$ cat src/sv/hcr_pkg.sv
// ----------------------------------------------------------------------------
// hcr_pkg
// Shared types, constants and helpers of the Harris corner response unit.
// ----------------------------------------------------------------------------
package hcr_pkg;

  localparam int unsigned MaxWidth  = 1024;
  localparam int unsigned Window    = 5;
  localparam int unsigned HalfWin   = Window / 2;
  localparam int unsigned ColW      = $clog2(MaxWidth);
  localparam int unsigned RowW      = 10;
  localparam int unsigned WinIdxW   = $clog2(Window);
  localparam int unsigned AddrW     = 5;
  localparam int unsigned NumWeight = 6;

  localparam logic [RowW-1:0] RowLimit = RowW'(1023);
  localparam logic [10:0] WidthMin     = 11'd5;
  localparam logic [10:0] WidthMax     = 11'(MaxWidth);

  typedef enum logic [2:0] {
    RegImageWidth = 3'd0,
    RegKCoeff     = 3'd1,
    RegWCenter    = 3'd2,
    RegWAxisNear  = 3'd3,
    RegWAxisFar   = 3'd4,
    RegWDiagNear  = 3'd5,
    RegWKnight    = 3'd6,
    RegWCorner    = 3'd7
  } reg_idx_e;

  typedef struct packed {
    logic [10:0] image_width;
    logic [15:0] k_coeff;
    logic [NumWeight-1:0][15:0] weight;
  } cfg_t;

  typedef struct packed {
    logic clear;
    logic start;
    logic shift;
    logic mul;
    logic acc;
    logic fin1;
    logic fin2;
    logic fin3;
    logic fin4;
    logic load;
  } cmd_t;

  typedef struct packed {
    logic clr_last;
    logic want_result;
    logic idx_last;
    logic out_free;
  } status_t;

  // Weight register number for a window position (row, col both 0..4).
  function automatic logic [2:0] weight_sel(input logic [WinIdxW-1:0] r,
                                            input logic [WinIdxW-1:0] c);
    logic [WinIdxW-1:0] a;
    logic [WinIdxW-1:0] b;
    logic [WinIdxW-1:0] lo;
    logic [WinIdxW-1:0] hi;
    a  = (r >= WinIdxW'(HalfWin)) ? r - WinIdxW'(HalfWin) : WinIdxW'(HalfWin) - r;
    b  = (c >= WinIdxW'(HalfWin)) ? c - WinIdxW'(HalfWin) : WinIdxW'(HalfWin) - c;
    lo = (a < b) ? a : b;
    hi = (a < b) ? b : a;
    if (hi == '0) return 3'd0;
    if (lo == '0) return (hi == WinIdxW'(1)) ? 3'd1 : 3'd2;
    if (lo == WinIdxW'(1)) return (hi == WinIdxW'(1)) ? 3'd3 : 3'd4;
    return 3'd5;
  endfunction

endpackage

$ cat src/sv/hcr_ctrl.sv
// ----------------------------------------------------------------------------
// hcr_ctrl
// Sequencer: line store clearing, window update, accumulation and finish.
// ----------------------------------------------------------------------------
module hcr_ctrl (
  input  logic             clk_i,
  input  logic             rst_ni,
  input  logic             in_valid_i,
  output logic             in_ready_o,
  input  hcr_pkg::status_t status_i,
  output hcr_pkg::cmd_t    cmd_o
);

  typedef enum logic [3:0] {
    StClear, StIdle, StShift, StMul, StAcc,
    StFin1, StFin2, StFin3, StFin4, StLoad
  } state_e;

  state_e state_q, state_d;
  logic   ready_q, ready_d;

  always_comb begin
    state_d = state_q;
    unique case (state_q)
      StClear: if (status_i.clr_last) state_d = StIdle;
      StIdle:  if (in_valid_i) state_d = StShift;
      StShift: state_d = status_i.want_result ? StMul : StIdle;
      StMul:   state_d = StAcc;
      StAcc:   state_d = status_i.idx_last ? StFin1 : StMul;
      StFin1:  state_d = StFin2;
      StFin2:  state_d = StFin3;
      StFin3:  state_d = StFin4;
      StFin4:  state_d = StLoad;
      StLoad:  if (status_i.out_free) state_d = StIdle;
      default: state_d = StClear;
    endcase
    ready_d = (state_d == StIdle);
  end

  always_ff @(posedge clk_i or negedge rst_ni) begin
    if (!rst_ni) begin
      state_q <= StClear;
      ready_q <= 1'b0;
    end else begin
      state_q <= state_d;
      ready_q <= ready_d;
    end
  end

  assign in_ready_o  = ready_q;
  assign cmd_o.clear = (state_q == StClear);
  assign cmd_o.start = ready_q && in_valid_i;
  assign cmd_o.shift = (state_q == StShift);
  assign cmd_o.mul   = (state_q == StMul);
  assign cmd_o.acc   = (state_q == StAcc);
  assign cmd_o.fin1  = (state_q == StFin1);
  assign cmd_o.fin2  = (state_q == StFin2);
  assign cmd_o.fin3  = (state_q == StFin3);
  assign cmd_o.fin4  = (state_q == StFin4);
  assign cmd_o.load  = (state_q == StLoad) && status_i.out_free;

endmodule

$ cat config.mk
export PLATFORM = sky130hd
export DESIGN_NAME = hcr_ctrl
export DESIGN_NICKNAME = d
export VERILOG_FILES = /design/src/sv/hcr_pkg.sv /design/src/sv/hcr_ctrl.sv
export SDC_FILE = /design/constraint.sdc
export NUM_CORES = 1
export LEC_CHECK = 0
export BUFFER_PORTS_ARGS = -buffer_cell sky130_fd_sc_hd__buf_2
export CORE_AREA = 4 4 41 43
export DETAILED_ROUTE_END_ITERATION = 6
export DIE_AREA = 0 0 45 47
export PLACE_DENSITY = 0.64
export SKIP_CTS_REPAIR_TIMING = 1
export SLEW_MARGIN = 20
export SYNTH_ARGS = -nofsm -noshare
export SYNTH_HDL_FRONTEND = slang
export SYNTH_SLANG_ARGS = --single-unit
$ cat constraint.sdc
create_clock -name clk_i -period 2 [get_ports clk_i]
set_clock_uncertainty 0.2 [all_clocks]
set_input_delay 0.2 -clock clk_i [delete_from_list [all_inputs] [get_ports clk_i]]
set_output_delay 0.2 -clock clk_i [all_outputs]
set_load 0.03 [all_outputs]
## Word level (Yosys, flattened, before mapping)

Cells that the tools add are included.

- Register bits: 5
- Output and inout bits: 11
- Logic and storage cells: 21

- Equal/unequal tests: 10
- Multiplexer cells: 6
- Reductions and logical operators: 3

Operators with widths:

| cell | count |
|---|---|
| 4-bit case mux with 10 select lines | 1 |
| 4-bit by 3-bit equality test with 1-bit output (second input constant) | 4 |
| 4-bit two-way mux | 3 |
| 4-bit by 1-bit equality test with 1-bit output (second input constant) | 2 |
| 4-bit by 2-bit equality test with 1-bit output (second input constant) | 2 |
| 4-bit equality test (second input constant) | 2 |
| 4-bit logical NOT | 1 |
| 3-bit two-way mux | 1 |
| 1-bit logical AND | 2 |
| 2-bit two-way mux | 1 |

## Logic depth before layout (Yosys ltp)

- Depth after elaboration: 3
- Depth in mapped cells: 5
- Gate-level depth less buffers: 4

## Worst setup path after synthesis

Ideal clock, no wire load.

- Path kind: register to output
- Start point: reg state_q[0]
- End point: out cmd_o[1] (netlist bit)
- Arrival time: 1.578 ns
- Required time: 1.600 ns
- Slack: 0.022 ns
- Cell stages (with the launch flop): 3
- Path buffers: 1
- Path through: dfrtp_1 -> buf_2 -> nor4b_1

RTL lines:

| element | line | text |
|---|---|---|
| start, declared | hcr_ctrl.sv:19 | `state_e state_q, state_d;` |
| start signal, assigned | hcr_ctrl.sv:42 | `state_q <= StClear;` |
| start signal, assigned | hcr_ctrl.sv:45 | `state_q <= state_d;` |
| end, declared | hcr_ctrl.sv:11 | `output hcr_pkg::cmd_t cmd_o` |

==> flow_summary.json <==
{
  "design.core.area_sq_mm": 0.00130,
  "hold_viol_final": 0,
  "area_delta_synth_final_pct": 28.5,
  "cts.sinks": 5,
  "grt-ovfl-total": 0,
  "combPwrFrac_pct": 56.6,
  "crit_type": "flip-flop to output pin",
  "cts_tree": "yes",
  "syn_nets": 50,
  "leakage_uw": 0.000247,
  "cts_buffer_depth": 2,
  "setup_viol": 0,
  "rows": 13,
  "ys_top_cells_by_area": "dfrtp_1 33%, a2111oi_4 7.3%, buf_6 6.0%, nor2_1 6.0%, nor3_1 5.3%",
  "synth_cells": 43,
  "layout.nets": 69,
  "worst_path_largest_cell_delay_ns": 0.50,
  "max_cap_violations": 0,
  "tightest_slew_ns": 0.391,
  "die_h_microns": 47,
  "drt_pass1_iterations": 4,
  "num_vias": 350,
  "post-dp-hpwl_microns": 655,
  "status": "finished, final reports clean",
  "hold_class": "primary input to flip-flop",
  "start_util_pct": 29.0,
  "ys_warn_count": 0,
  "drt-total-wl_microns": 824,
  "hold_slack_ns": 0.0137,
  "routed_via_density": 4.61,
  "synth_seq_cells": 5,
  "crit_path_start_kind": "flip-flop",
  "synth.cell_area_sq_um": 378,
  "worstPathCellList": "nand2b_1 > nor2_1 > buf_2",
  "switching_share_pct": 51.8,
  "period_minus_slack_ns": 1.81,
  "final_cell_mix": "17 x buf_2, 6 x nor2_1, 5 x dfrtp_1, 4 x nor3_1",
  "fin_util_pct": 37.3,
  "required_ns": 1.60,
  "clkPwrFrac_pct": 13.2,
  "cts_buffers": 3,
  "slew_headroom_pct": 73.9,
  "p_per_area_mw_per_mm2": 1750,
  "timing.fmax_ghz": 0.554,
  "dieArea_sq_mm": 0.00212,
  "grt_setup_unrepaired": "false",
  "synth_cell_types": 21,
  "port_buffers": 17,
  "clk_latency_ns": 0.23,
  "cts_root_buf": "clkbuf_4",
  "grt_max_degree": 13,
  "wire_per_inst_microns": 10.8,
  "antenna_found_initial": 0,
  "grt_use_total_pct": 8.03,
  "power.internal_uw": 408,
  "slowest_stage": "dfrtp_1",
  "p_seq_share_pct": 30.2,
  "yosysSeqAreaShare_pct": 33.1,
  "path_clk_slew_ns": 0.04,
  "grt_first_pass_wirelength_microns": 1250,
  "ir_drop_v": 0.000724,
  "arrival_ns": 1.41,
  "drv_slew": 0,
  "final_common_cell": "buf_2",
  "dieWidth_microns": 45,
  "finalSetupTns_ns": 0,
  "drc": 0,
  "path_max_fanout": 11,
  "ant_nets": 0,
  "synth_top_area_share_pct": 33.1,
  "synth_top_cell_by_area": "dfrtp_1",
  "end_kind": "output pin",
  "syn_avg_cell_area_sq_um": 8.79,
  "diodes": 0,
  "ios": 18,
  "layout-drive-gt1-share_pct": 44.3,
  "h-tree-depth": 1,
  "dr.first_iter.drc_count": 4,
  "place.gp.congestion": 0.740,
  "final.period_utilization_pct": 90.3,
  "grt_pass1_vias": 275,
  "p_sw_uw": 439
}
## metrics by stage
step | area [sq um] | setup WS (ns) | power, uW | cells
6_report | 485 | 0.193 | 848 | 76
5_1_grt | 485 | 0.115 | 909 | 76
4_1_cts | 475 | 0.205 | 853 | 75
3_5_place_dp | 449 | 0.347 | 737 | 71
3_3_place_gp | 449 | 0.374 | 739 | 71
2_1_floorplan | 378 | 0.0222 | 667 | 43
## synthesized netlist by cell type
cell type and count:
buf_6 2, o21ai_1 2, buf_2 2, inv_1 3
a31o_2 1, nor4b_1 1, a21oi_1 2, nand3b_1 1
a21o_1 1, nor2_2 1, nor4b_2 1, a2111oi_4 1
and2_1 1, nor2_1 6, dfrtp_1 5, nor4_2 1
nand2b_1 3, nor3_1 4, and3_2 1, nand2_1 3
o21ai_2 1
## state kept, by name (all words and copies together), names as in the netlist
name        count
state_q         4
in_ready_o      1
## critical path: cells and delay by family, from the launching register on
family | cells | cell delay, ns
DFF | 1 | 0.50
and+or+nand+nor | 2 | 0.45
buffers and inverters | 1 | 0.22
## kinds of logic after synthesis
logic type	count (synthesis)	synth area share, %
buf+inv	7	11.6
simple gates	23	36.1
flops	5	33.1
compound gates	8	19.2
## power by group through the flow
stage	clock [uW]	sequential (uW)	combinational, uW
floorplan	0	179	487
global placement	0	254	484
detailed placement	0	254	483
CTS	116	254	484
global route	119	271	520
finish	112	256	479
## metal layers
| metal | global-route usage, % | wire (microns) |
|---|---|---|
| met1 | 11.1 | 407 |
| met2 | 11.6 | 368 |
| met3 | 1.15 | 49 |
| met4 | 5.26 | 0 |
| met5 | 0 | 0 |
## final timing paths
path                            cells past startpoint    endpoint  slack (ns)   startpoint
worst min-delay path                                3  state_q[0]        0.01  status_i[3]
min in group asynchronous                           2  in_ready_o        0.10       rst_ni
worst max register to register                      4  in_ready_o        0.33   state_q[3]
worst min register to register                      1  state_q[2]        0.48   state_q[3]
max in group asynchronous                           2  state_q[1]        1.37       rst_ni
worst max-delay path                                3    cmd_o[2]        0.19   state_q[3]
## area by class of cell
type	instances	area [sq um]
Clock buffer	4	26.3
Fill cell	143	816
Inverter	3	11.3
Multi-Input combinational cell	31	209
Sequential cell	5	125
Tap cell	15	18.8
Timing Repair Buffer	18	95.1
Power figures use the tool's default switching activity.
